<file path="config.mk">
export PLATFORM = sky130hd
export DESIGN_NAME = indexed_double_ended_list
export DESIGN_NICKNAME = d
export VERILOG_FILES = /design/src/hw/rtl/idel_pkg.sv /design/src/hw/rtl/idel_queue.sv /design/src/hw/rtl/idel_back.sv /design/src/hw/rtl/indexed_double_ended_list.sv
export SDC_FILE = /design/constraint.sdc
export NUM_CORES = 2
export LEC_CHECK = 0
export BUFFER_PORTS_ARGS = -buffer_cell sky130_fd_sc_hd__buf_2
export CORE_MARGIN = 2
export CORE_UTILIZATION = 30
export DETAILED_ROUTE_END_ITERATION = 8
export PLACE_DENSITY_LB_ADDON = 0.1
export SYNTH_ARGS = -nofsm -noshare
export SYNTH_HDL_FRONTEND = slang
export SYNTH_SLANG_ARGS = --single-unit
</file>
<file path="constraint.sdc">
create_clock -name clock -period 6.1 [get_ports clock]
set_input_delay 0.61 -clock clock [delete_from_list [all_inputs] [get_ports clock]]
set_output_delay 0.61 -clock clock [all_outputs]
set_load 0.01 [all_outputs]
</file>
<file path="src/hw/rtl/idel_pkg.sv">
// shared types and codes for the indexed double-ended list
package idel_pkg;

   typedef enum logic [2:0] {
      OP_PUSH_FRONT = 3'd0,
      OP_PUSH_BACK  = 3'd1,
      OP_POP_FRONT  = 3'd2,
      OP_POP_BACK   = 3'd3,
      OP_INSERT     = 3'd4,
      OP_ERASE      = 3'd5,
      OP_DUMP       = 3'd6,
      OP_RDUMP      = 3'd7
   } opcode_type;

   typedef enum logic [1:0] {
      ST_DONE    = 2'd0,
      ST_IGNORED = 2'd1,
      ST_FULL    = 2'd2,
      ST_SPARE   = 2'd3
   } status_type;

   typedef enum logic [2:0] {
      BK_IDLE,
      BK_WALK,
      BK_READP,
      BK_LINK,
      BK_DUMP,
      BK_RESULT
   } back_state_type;

   localparam int unsigned POS_BITS = 6;
   localparam int unsigned CNT_BITS = 7;
   localparam int unsigned OUT_BITS = 32;

   typedef struct packed {
      opcode_type           opcode;
      logic [POS_BITS-1:0]  position;
      logic [OUT_BITS-1:0]  item_value;
   } cmd_type;

endpackage

</file>
<file path="src/hw/rtl/idel_queue.sv">
// two-entry command queue between the front and the back
module idel_queue
   import idel_pkg::*;
(
   input  logic    clock,
   input  logic    reset,
   input  logic    wr_valid,
   output logic    wr_stall,
   input  cmd_type wr_cmd,
   output logic    rd_valid,
   input  logic    rd_take,
   output cmd_type rd_cmd
);

   cmd_type    mem_ff [2];
   logic       wptr_ff, wptr_in, rptr_ff, rptr_in;
   logic [1:0] cnt_ff, cnt_in;
   logic       do_wr, do_rd;

   assign wr_stall = (cnt_ff == 2'd2);
   assign rd_valid = (cnt_ff != 2'd0);
   assign rd_cmd   = mem_ff[rptr_ff];
   assign do_wr    = wr_valid && !wr_stall;
   assign do_rd    = rd_take && rd_valid;

   always_comb begin
      wptr_in = do_wr ? ~wptr_ff : wptr_ff;
      rptr_in = do_rd ? ~rptr_ff : rptr_ff;
      cnt_in  = cnt_ff + {1'b0, do_wr} - {1'b0, do_rd};
   end

   always_ff @(posedge clock) begin
      if (reset) begin
         wptr_ff <= 1'b0;
         rptr_ff <= 1'b0;
         cnt_ff  <= 2'd0;
      end else begin
         wptr_ff <= wptr_in;
         rptr_ff <= rptr_in;
         cnt_ff  <= cnt_in;
      end
   end

   always_ff @(posedge clock) begin
      if (do_wr) begin
         mem_ff[wptr_ff] <= wr_cmd;
      end
   end

`ifndef SYNTHESIS
   a_no_overflow: assert property (@(posedge clock) disable iff (reset)
      cnt_ff == 2'd2 |-> !do_wr) else $error("queue overflow");
   a_cnt_range: assert property (@(posedge clock) disable iff (reset)
      cnt_ff != 2'd3) else $error("queue count out of range");
   a_empty_no_read: assert property (@(posedge clock) disable iff (reset)
      cnt_ff == 2'd0 |-> !do_rd) else $error("queue underflow");
`endif

endmodule

</file>
<file path="src/hw/rtl/idel_back.sv">
// list engine: link stores, position walk, updates and dumps
module idel_back
   import idel_pkg::*;
#(
   parameter int unsigned CAPACITY  = 32,
   parameter int unsigned WORD_BITS = 32
) (
   input  logic                 clock,
   input  logic                 reset,
   input  logic                 cmd_valid,
   output logic                 cmd_take,
   input  cmd_type              cmd,
   output logic                 rsp_valid,
   input  logic                 rsp_stall,
   output logic [1:0]           rsp_status,
   output logic [CNT_BITS-1:0]  rsp_entry_count,
   output logic [OUT_BITS-1:0]  rsp_dump_value,
   output logic                 rsp_last_of_run
);

   localparam int unsigned SB = (CAPACITY > 1) ? $clog2(CAPACITY) : 1;
   localparam int unsigned CB = $clog2(CAPACITY + 1);

   logic [WORD_BITS-1:0] val_mem [CAPACITY];
   logic [SB-1:0]        nxt_mem [CAPACITY];
   logic [SB-1:0]        prv_mem [CAPACITY];

   back_state_type state_ff, state_in;
   cmd_type        c_ff, c_in;
   logic [SB-1:0]  head_ff, head_in, tail_ff, tail_in, t_ff, t_in, p_ff, p_in;
   logic [CB-1:0]  cnt_ff, cnt_in, steps_ff, steps_in;
   logic [CAPACITY-1:0] used_ff, used_in;
   logic           dir_ff, dir_in;

   logic           ov_ff, ov_in, olast_ff, olast_in;
   logic [1:0]     ost_ff, ost_in;
   logic [CNT_BITS-1:0] ocnt_ff, ocnt_in;
   logic [OUT_BITS-1:0] oval_ff, oval_in;

   logic [SB-1:0]  free_slot;
   logic [CB-1:0]  pos_c, half;
   logic           full, out_free;
   logic [OUT_BITS-1:0] ext_word;

   // memory write requests
   logic          vw_en, nw_en, pw_en, nw2_en, pw2_en;
   logic [SB-1:0] vw_a, nw_a, nw_d, pw_a, pw_d, nw2_a, nw2_d, pw2_a, pw2_d;

   always_comb begin
      free_slot = '0;
      for (int i = CAPACITY - 1; i >= 0; i--) begin
         if (!used_ff[i]) free_slot = SB'(i);
      end
   end

   assign pos_c    = ({1'b0, cmd.position} >= CNT_BITS'(CAPACITY)) ? CB'(CAPACITY)
                                                                  : CB'(cmd.position);
   assign half     = cnt_ff >> 1;
   assign full     = (cnt_ff == CB'(CAPACITY));
   assign out_free = !ov_ff || !rsp_stall;
   assign ext_word = OUT_BITS'($signed(val_mem[t_ff]));

   assign rsp_valid       = ov_ff;
   assign rsp_status      = ost_ff;
   assign rsp_entry_count = ocnt_ff;
   assign rsp_dump_value  = oval_ff;
   assign rsp_last_of_run = olast_ff;

   // next state
   always_comb begin
      state_in = state_ff;
      unique case (state_ff)
         BK_IDLE: begin
            if (cmd_valid && out_free) begin
               priority if ((cmd.opcode == OP_INSERT || cmd.opcode == OP_ERASE)
                            && pos_c < cnt_ff && pos_c != '0 && !(cmd.opcode == OP_INSERT && full)
                            && !(cmd.opcode == OP_ERASE && pos_c + 1'b1 == cnt_ff)) begin
                  state_in = BK_WALK;
               end else if ((cmd.opcode == OP_DUMP || cmd.opcode == OP_RDUMP) && cnt_ff != '0) begin
                  state_in = BK_DUMP;
               end else begin
                  state_in = BK_IDLE;
               end
            end
         end
         BK_WALK:   if (steps_ff == '0) state_in = BK_READP;
         BK_READP:  state_in = BK_LINK;
         BK_LINK:   state_in = BK_RESULT;
         BK_RESULT: if (out_free) state_in = BK_IDLE;
         BK_DUMP:   if (out_free && steps_ff == CB'(1)) state_in = BK_IDLE;
         default:   state_in = BK_IDLE;
      endcase
   end

   // datapath and outputs
   always_comb begin
      c_in = c_ff; head_in = head_ff; tail_in = tail_ff; t_in = t_ff; p_in = p_ff;
      cnt_in = cnt_ff; steps_in = steps_ff; used_in = used_ff; dir_in = dir_ff;
      ov_in = ov_ff && rsp_stall; ost_in = ost_ff; ocnt_in = ocnt_ff;
      oval_in = oval_ff; olast_in = olast_ff; cmd_take = 1'b0;
      vw_en = 1'b0; nw_en = 1'b0; pw_en = 1'b0; nw2_en = 1'b0; pw2_en = 1'b0;
      vw_a = free_slot; nw_a = '0; nw_d = '0; pw_a = '0; pw_d = '0;
      nw2_a = '0; nw2_d = '0; pw2_a = '0; pw2_d = '0;
      unique case (state_ff)
         BK_IDLE: begin
            if (cmd_valid && out_free) begin
               cmd_take = 1'b1;
               c_in = cmd;
               ov_in = 1'b1; ost_in = ST_DONE; oval_in = '0; olast_in = 1'b1;
               unique case (cmd.opcode)
                  OP_PUSH_FRONT, OP_PUSH_BACK, OP_INSERT: begin
                     if (cmd.opcode == OP_INSERT && pos_c >= cnt_ff) begin
                        ost_in = ST_IGNORED;
                     end else if (full) begin
                        ost_in = ST_FULL;
                     end else if (cmd.opcode == OP_INSERT && pos_c != '0) begin
                        ov_in = 1'b0;
                        dir_in = (pos_c < half);
                        if (pos_c < half) begin
                           t_in = head_ff; steps_in = pos_c;
                        end else begin
                           t_in = tail_ff; steps_in = cnt_ff - 1'b1 - pos_c;
                        end
                     end else begin
                        vw_en = 1'b1;
                        used_in[free_slot] = 1'b1;
                        cnt_in = cnt_ff + 1'b1;
                        if (cnt_ff == '0) begin
                           head_in = free_slot; tail_in = free_slot;
                        end else if (cmd.opcode == OP_PUSH_BACK) begin
                           pw_en = 1'b1; pw_a = free_slot; pw_d = tail_ff;
                           nw_en = 1'b1; nw_a = tail_ff; nw_d = free_slot;
                           tail_in = free_slot;
                        end else begin
                           nw_en = 1'b1; nw_a = free_slot; nw_d = head_ff;
                           pw_en = 1'b1; pw_a = head_ff; pw_d = free_slot;
                           head_in = free_slot;
                        end
                     end
                  end
                  OP_POP_FRONT, OP_POP_BACK, OP_ERASE: begin
                     if (cnt_ff == '0 || (cmd.opcode == OP_ERASE && pos_c >= cnt_ff)) begin
                        ost_in = ST_IGNORED;
                     end else if (cmd.opcode == OP_POP_FRONT
                                  || (cmd.opcode == OP_ERASE && pos_c == '0)) begin
                        if (cnt_ff > CB'(1)) head_in = nxt_mem[head_ff];
                        used_in[head_ff] = 1'b0;
                        cnt_in = cnt_ff - 1'b1;
                     end else if (cmd.opcode == OP_POP_BACK || pos_c + 1'b1 == cnt_ff) begin
                        if (cnt_ff > CB'(1)) tail_in = prv_mem[tail_ff];
                        used_in[tail_ff] = 1'b0;
                        cnt_in = cnt_ff - 1'b1;
                     end else begin
                        ov_in = 1'b0;
                        dir_in = (pos_c < half);
                        if (pos_c < half) begin
                           t_in = head_ff; steps_in = pos_c;
                        end else begin
                           t_in = tail_ff; steps_in = cnt_ff - 1'b1 - pos_c;
                        end
                     end
                  end
                  OP_DUMP, OP_RDUMP: begin
                     if (cnt_ff == '0) begin
                        ost_in = ST_IGNORED;
                     end else begin
                        ov_in = 1'b0;
                        t_in = (cmd.opcode == OP_DUMP) ? head_ff : tail_ff;
                        steps_in = cnt_ff;
                     end
                  end
                  default: ;
               endcase
               ocnt_in = CNT_BITS'(cnt_in);
            end
         end
         BK_WALK: begin
            if (steps_ff != '0) begin
               t_in = dir_ff ? nxt_mem[t_ff] : prv_mem[t_ff];
               steps_in = steps_ff - 1'b1;
            end
         end
         BK_READP: begin
            p_in = prv_mem[t_ff];
         end
         BK_LINK: begin
            if (c_ff.opcode == OP_INSERT) begin
               vw_en = 1'b1;
               used_in[free_slot] = 1'b1;
               nw_en = 1'b1; nw_a = p_ff; nw_d = free_slot;
               pw_en = 1'b1; pw_a = t_ff; pw_d = free_slot;
               nw2_en = 1'b1; nw2_a = free_slot; nw2_d = t_ff;
               pw2_en = 1'b1; pw2_a = free_slot; pw2_d = p_ff;
               cnt_in = cnt_ff + 1'b1;
            end else begin
               nw_en = 1'b1; nw_a = p_ff; nw_d = nxt_mem[t_ff];
               pw_en = 1'b1; pw_a = nxt_mem[t_ff]; pw_d = p_ff;
               used_in[t_ff] = 1'b0;
               cnt_in = cnt_ff - 1'b1;
            end
         end
         BK_RESULT: begin
            if (out_free) begin
               ov_in = 1'b1; ost_in = ST_DONE; ocnt_in = CNT_BITS'(cnt_ff);
               oval_in = '0; olast_in = 1'b1;
            end
         end
         BK_DUMP: begin
            if (out_free) begin
               ov_in = 1'b1; ost_in = ST_DONE; ocnt_in = CNT_BITS'(cnt_ff);
               oval_in = ext_word; olast_in = (steps_ff == CB'(1));
               steps_in = steps_ff - 1'b1;
               t_in = (c_ff.opcode == OP_DUMP) ? nxt_mem[t_ff] : prv_mem[t_ff];
            end
         end
         default: ;
      endcase
   end

   always_ff @(posedge clock) begin
      if (reset) begin
         state_ff <= BK_IDLE;
         head_ff  <= '0;
         tail_ff  <= '0;
         cnt_ff   <= '0;
         used_ff  <= '0;
         ov_ff    <= 1'b0;
      end else begin
         state_ff <= state_in;
         head_ff  <= head_in;
         tail_ff  <= tail_in;
         cnt_ff   <= cnt_in;
         used_ff  <= used_in;
         ov_ff    <= ov_in;
      end
   end

   always_ff @(posedge clock) begin
      c_ff     <= c_in;
      t_ff     <= t_in;
      p_ff     <= p_in;
      steps_ff <= steps_in;
      dir_ff   <= dir_in;
      ost_ff   <= ost_in;
      ocnt_ff  <= ocnt_in;
      oval_ff  <= oval_in;
      olast_ff <= olast_in;
   end

   always_ff @(posedge clock) begin
      if (vw_en)  val_mem[vw_a] <= WORD_BITS'($signed(c_in.item_value));
      if (nw_en)  nxt_mem[nw_a] <= nw_d;
      if (nw2_en) nxt_mem[nw2_a] <= nw2_d;
      if (pw_en)  prv_mem[pw_a] <= pw_d;
      if (pw2_en) prv_mem[pw2_a] <= pw2_d;
   end

`ifndef SYNTHESIS
   a_count_range: assert property (@(posedge clock) disable iff (reset)
      cnt_ff <= CB'(CAPACITY)) else $error("count above capacity");
   a_used_count: assert property (@(posedge clock) disable iff (reset)
      $countones(used_ff) == int'(cnt_ff)) else $error("slot map and count disagree");
   a_out_hold: assert property (@(posedge clock) disable iff (reset)
      ov_ff && rsp_stall |=> ov_ff && $stable(oval_ff)) else $error("result lost");
   a_take_idle: assert property (@(posedge clock) disable iff (reset)
      cmd_take |-> state_ff == BK_IDLE) else $error("command taken while busy");
`endif

endmodule

</file>
<file path="src/hw/rtl/indexed_double_ended_list.sv">
// top level of the indexed double-ended list
// path: push, pop and end cases go through the command queue and the result register;
//   insert or erase inside the list also walks the links from the nearer end, then relinks
// throughput: one item per cycle for end operations while the receiver does not stall;
//   a dump gives one beat a cycle while the receiver does not stall
// reset: synchronous; list empties at once, link and value stores keep stale data
module indexed_double_ended_list
   import idel_pkg::*;
#(
   parameter int unsigned CAPACITY  = 32,
   parameter int unsigned WORD_BITS = 32
) (
   input  logic                 clock,
   input  logic                 reset,
   input  logic                 req_valid,
   output logic                 req_stall,
   input  logic [2:0]           req_opcode,
   input  logic [POS_BITS-1:0]  req_position,
   input  logic signed [31:0]   req_item_value,
   output logic                 rsp_valid,
   input  logic                 rsp_stall,
   output logic [1:0]           rsp_status,
   output logic [CNT_BITS-1:0]  rsp_entry_count,
   output logic signed [31:0]   rsp_dump_value,
   output logic                 rsp_last_of_run
);

   cmd_type req_cmd, q_cmd;
   logic    q_valid, q_take;

   assign req_cmd.opcode     = opcode_type'(req_opcode);
   assign req_cmd.position   = req_position;
   assign req_cmd.item_value = req_item_value;

   idel_queue u_queue (
      .clock    (clock),
      .reset    (reset),
      .wr_valid (req_valid),
      .wr_stall (req_stall),
      .wr_cmd   (req_cmd),
      .rd_valid (q_valid),
      .rd_take  (q_take),
      .rd_cmd   (q_cmd)
   );

   idel_back #(
      .CAPACITY  (CAPACITY),
      .WORD_BITS (WORD_BITS)
   ) u_back (
      .clock           (clock),
      .reset           (reset),
      .cmd_valid       (q_valid),
      .cmd_take        (q_take),
      .cmd             (q_cmd),
      .rsp_valid       (rsp_valid),
      .rsp_stall       (rsp_stall),
      .rsp_status      (rsp_status),
      .rsp_entry_count (rsp_entry_count),
      .rsp_dump_value  (rsp_dump_value),
      .rsp_last_of_run (rsp_last_of_run)
   );

endmodule

</file>
-- Yosys cells after proc, flatten, opt, wreduce, memory -nomap -nowiden
Memories as Yosys holds them, arrays and structs flattened. A register that Yosys moved wholly into a read port is not among the register bits.
Cells that the tools add are included.
- add/subtract/negate cells: 7
- eq/ne operators: 47
- reduce and logical (&&, ||, !) cells: 59
- bitwise gates (word level): 9
- magnitude comparators: 13
- muxes and demuxes: 215
- operators by type and width (cell ; count):
    $mux W5 ; 93
    $mux W32 ; 13
    $pmux W32 S2 ; 2
    $mux W6 ; 20
    $and A32 B32 Y32 ; 3
    $not A32 Y32 ; 3
    $pmux W32 S3 ; 1
    $pmux W5 S2 ; 6
    $mux W1 ; 48
    $pmux W6 S3 ; 2
    $or A32 B32 Y32 ; 1
    $pmux W5 S3 ; 2
    $eq A3 B3 Y1 const B ; 8
    $lt A5 B6 Y1 const B ; 4
    $ne A3 B3 Y1 const B ; 8
    $pmux W6 S2 ; 2
    $ne A2 B1 Y1 const B ; 11
    $reduce_and A11 Y1 ; 2
    $demux W1 S5 ; 4
    $ge A5 B1 Y1 const B ; 4
    $logic_and A1 B1 Y1 ; 20
    $logic_not A6 Y1 ; 3
    $mux W3 ; 6
    $pmux W3 S6 ; 1
    42 further kinds ; 83
- input port bits: 45
- memory bits (writable): 1426
- memories: 4
- logic and storage cells: 373
- bits in registers: 150
- output and inout bits: 44
- memory list (name ; depth ; width ; read ports ; clocked after memory_dff ; wr ports ; line ; text):
    u_back.val_mem ; 32 ; 32 ; 1 ; 1 ; 1 ; idel_back.sv:24 ; logic [WORD_BITS-1:0] val_mem [CAPACITY];
    u_back.nxt_mem ; 32 ; 5 ; 2 ; 2 ; 2 ; idel_back.sv:25 ; logic [SB-1:0] nxt_mem [CAPACITY];
    u_back.prv_mem ; 32 ; 5 ; 2 ; 2 ; 2 ; idel_back.sv:26 ; logic [SB-1:0] prv_mem [CAPACITY];
    u_queue.mem_ff ; 2 ; 41 ; 1 ; 1 ; 1 ; idel_queue.sv:15 ; cmd_type mem_ff [2];

-- Logic depth before layout (Yosys ltp)
- depth after elaboration: 43
- depth in mapped cells: 17

-- By module
From an unflattened synthesis, not the netlist that was laid out.
- cells, all modules: 4064
- area total of the unflattened synthesis: 69629.3 um^2
- modules (own cells, without submodules) (module ; area each (um^2) ; instances ; cells each ; sequential area each (um^2)):
    idel_back ; 66443.7 ; 1 ; 3909 ; 44172.4
    idel_queue ; 3185.6 ; 1 ; 155 ; 2562.5

-- Worst setup path before layout
Ideal clock, no wire load.
- kind: reg2reg
- start point: register with a tool-made name
- end point: memory u_back.val_mem[0][0], enable pin
- data required time: 5.679 ns
- data arrival time: 4.273 ns
- cell stages (with the launch flop): 15
- setup slack: 1.406 ns
- clock period less this slack: 4.694 ns
- path through: dfxtp_1 -> buf_6 -> buf_6 -> buf_4 -> mux2_2 -> nand2b_1 -> inv_1 -> ha_1 -> a21o_1 -> a211o_1 -> a21boi_4 -> nand2_1 -> nand2_1 -> nand2_1 -> nor2_1
- RTL lines (element ; line):
    to (decl) ; idel_back.sv:24

==> run summary <==
P_int - 24.8 mW
Largest net degree at the start of global routing - 80
Clk slew on worst S/H paths - 0.06 ns
Layout cell share with drive strength beyond 1 - 27.5%
CP max FO - 13
I/O Buffers - 87
Worst Path Buf+Inv - 0
RSZ-0062 raised after global routing - false
Syn Nets - 4167
R2R Setup Slk - 0.71 ns
CP Launch Type - flop
Nets - 4395
Crit path DAT - 5.85 ns
Pleak - 26.7 nW
Clock Tree Buf Depth - 3
Synth-to-Final Area Change - 16.8%
Initial Util - 30.2%
DR WL/cell - 31.9 um
Met2 wire length - 113000 um
Post-CTS Setup Inserts - 0
Min-delay worst type - in -> reg
Die height - 488 um
Dpl ws - 0.880 ns
Cts bufs inserted - 185
Synth cell types - 98
Maximum vdd drop - 0.313 mV
I/O Pins - 89
Gpl congestion - 0.884
WL met3 - 12700 um
CTS Sinks - 1591
Final setup vio count - 0
Warning count from the yosys run - 0
Core area - 233000 um2
Most frequent cells in the layout - edfxtp_1, mux4_2, nand2_1, buf_4, clkbuf_16
Cells after synthesis - 4097
Max-cap check violation count - 0
Rows - 177
Htree depth - 4
Biggest area consumer among synthesized cells - edfxtp_1
CP max stage cell - o31ai_1
Period minus WS final - 5.39 ns
Top post-synthesis cells by area - edfxtp_1, mux4_2, dfxtp_1, mux2i_1, nand2_1
Yosys top cell area share - 63.6%
Worst skew pair latency - 0.84 ns
Syn_area_per_cell - 17.1 um2
Seq pwr share - 39.8%
Main flop type after synthesis - edfxtp_1
Vias in the first global route - 41837
Worst path max stage delay - 0.85 ns
CTS tree - done
Worst path cell trace - mux2_2, nand2b_1, ha_1, nor2b_1, a32oi_1, a211oi_1, o21ai_1, nor2_2, a21boi_0, nand2b_1, o31ai_1
First DRT Iteration DRCs - 3969
Clock network fraction of total power - 30.1%
Fin Setup TNS - 0 ns
# DRC - 0
First-pass GRT wire length - 337000 um
CP Class - reg -> reg
Max Slew Vio Count - 0
Total Wirelength - 241000 um
Final WS setup - 0.711 ns
Drt via density - 5.45
Slew HR - 12.0%
Status - finished clean
PwrDens - 454 nW/um2
Initial antenna violation count - 5
Final Hold Viols - 0
Gr usage total - 20.1%
Clk root buf - clkbuf_16
Post-DP HPWL - 151000 um
Required @ worst endpoint - 6.56 ns
Commonest non-fill, non-tap cell in the layout - edfxtp_1
DIE WIDTH - 488 um
Crit share post-route - 88.4%
GRT overflow - 0
Psw - 12.3 mW
Post-Syn Area - 70200 um2
DIE AREA - 238000 um2
Number of nets with antenna violations after routing - 0
Number of synthesized flops with an enable pin - 1487
Worst slew pin tran - 1.32 ns
Yosys reg bits - 1591
Routed met1 length - 109000 um
Fmax - 186 MHz
Switching Fraction - 33.2%
Critical path's most frequent cell - nand2b_1
Post-synthesis sequential area ratio - 66.6%
Max layer used - met4
Worst Setup End Kind - flop
DR pass1 iterations - 5
Number of vias in the routed layout - 41062
Setup Skew - 0.0490 ns
Logic gate share of total power - 30.1%
Post-synthesis async set-or-reset flop share - 0%
Delay-heaviest family, CP - compound AO/OA/AOI/OAI gates
==> layer usage <==
metal	global-route usage [%]	vias to the layer above
li1	-	17276
met1	28.5	22101
met2	32.2	1375
met3	3.18	310
met4	5.09	0
met5	0	-
==> power by group through the flow <==
stage | clock, mW | combinational, mW | sequential [mW]
after floorplan | 0 | 7.15 | 14.8
after global placement | 0 | 11.4 | 15.0
after detailed placement | 0 | 11.4 | 15.0
after CTS | 11.5 | 11.4 | 14.8
after global routing | 11.9 | 12.1 | 14.9
final | 11.2 | 11.2 | 14.8
==> state kept, by name, indices dropped and copies added (netlist names), 3 cells and up, named ones only <==
register,flops
u_back.c_ff,35
u_back.cnt_ff,6
u_back.head_ff,5
u_back.nxt_mem,160
u_back.p_ff,5
u_back.prv_mem,160
u_back.rsp_dump_value,32
u_back.rsp_entry_count,6
u_back.state_ff,3
u_back.steps_ff,6
u_back.t_ff,5
u_back.tail_ff,5
u_back.used_ff,32
u_back.val_mem,1024
u_queue.mem_ff,82
==> area by class of cell <==
cell class,count,area [um2]
Tap cell,3043,3810
Fill cell,22047,151000
Clock buffer,247,5100
Clock inverter,100,1030
Inverter,35,131
Timing Repair Buffer,335,2570
Multi-Input combinational cell,2177,22500
Sequential cell,1591,46800
Antenna cell,4,10.0
==> timing repair <==
| action | 4_1_cts | 5_1_grt |
|---|---|---|
| hold buffers | 41 | 0 |
| hold endpoints to repair | 82 | 0 |
| resized for setup | 0 | 0 |
==> cell usage after synthesis (all sizes together), types with 12 or more instances <==
| cell | count |
|---|---|
| and2 | 13 |
| a21oi | 98 |
| nor4 | 14 |
| a211o | 15 |
| mux2i | 110 |
| nand3 | 40 |
| o21ai | 174 |
| and3 | 19 |
| nand2 | 267 |
| nand2b | 19 |
| a21boi | 32 |
| clkbuf | 187 |
| edfxtp | 1487 |
| a22oi | 12 |
| dfxtp | 104 |
| o21a | 118 |
| nor2 | 184 |
| nor3 | 32 |
| nor2b | 15 |
| buf | 107 |
| mux4 | 506 |
| a211oi | 38 |
| o221ai | 18 |
| a31oi | 46 |
| inv | 34 |
| mux2 | 19 |
| or3 | 13 |
| ha | 24 |
| nand3b | 16 |
| o31ai | 31 |
| a221oi | 16 |
| a21o | 119 |
==> stage by stage <==
step                cell area [um2]  power, mW  hold slack [ns]  util, %  instances
finish                        81900       37.2            0.250     35.2       7532
CTS                           81900       37.7            0.172     35.2       7528
detailed placement            75400       26.4            0.436     32.4       7140
global placement              75400       26.4            0.425     32.4       7140
global route                  81900       38.8            0.241     35.2       7530
floorplan                     70200       22.0            0.472        -       4097
==> worst register-to-register path, cell delays in order (launching register included) <==
cell and delay (ns):
dfxtp_4 0.41, mux2_2 0.45, nand2b_1 0.27, ha_1 0.28, nor2b_1 0.15, a32oi_1 0.44
a211oi_1 0.14, o21ai_1 0.61, nor2_2 0.29, a21boi_0 0.65, nand2b_1 0.50, o31ai_1 0.85
==> kinds of logic (layout without fill, tap and decap cells) <==
logic type,Yosys count,count (layout),synth area share [%]
flip-flops,1591,1591,66.6
AO/OA/AOI/OAI,809,809,8.01
AND/OR/NAND/NOR,688,688,4.60
multiplexers,635,635,18.1
buffers and inverters,329,717,1.98
adder cells (fa/ha/maj),25,25,0.456
XOR/XNOR,19,19,0.237
other,1,5,0.00534
==> path summary, 6_finish.rpt <==
check,from,to,cells after the start
worst max-delay path,flop,u_back.nxt_mem[5][0],11
worst min-delay path,req_valid,u_queue.wptr_ff,4
worst max register to register,flop,u_back.nxt_mem[5][0],11
worst min register to register,u_back.c_ff[15],u_back.c_ff[15],2
Power figures use the tool's default switching activity.
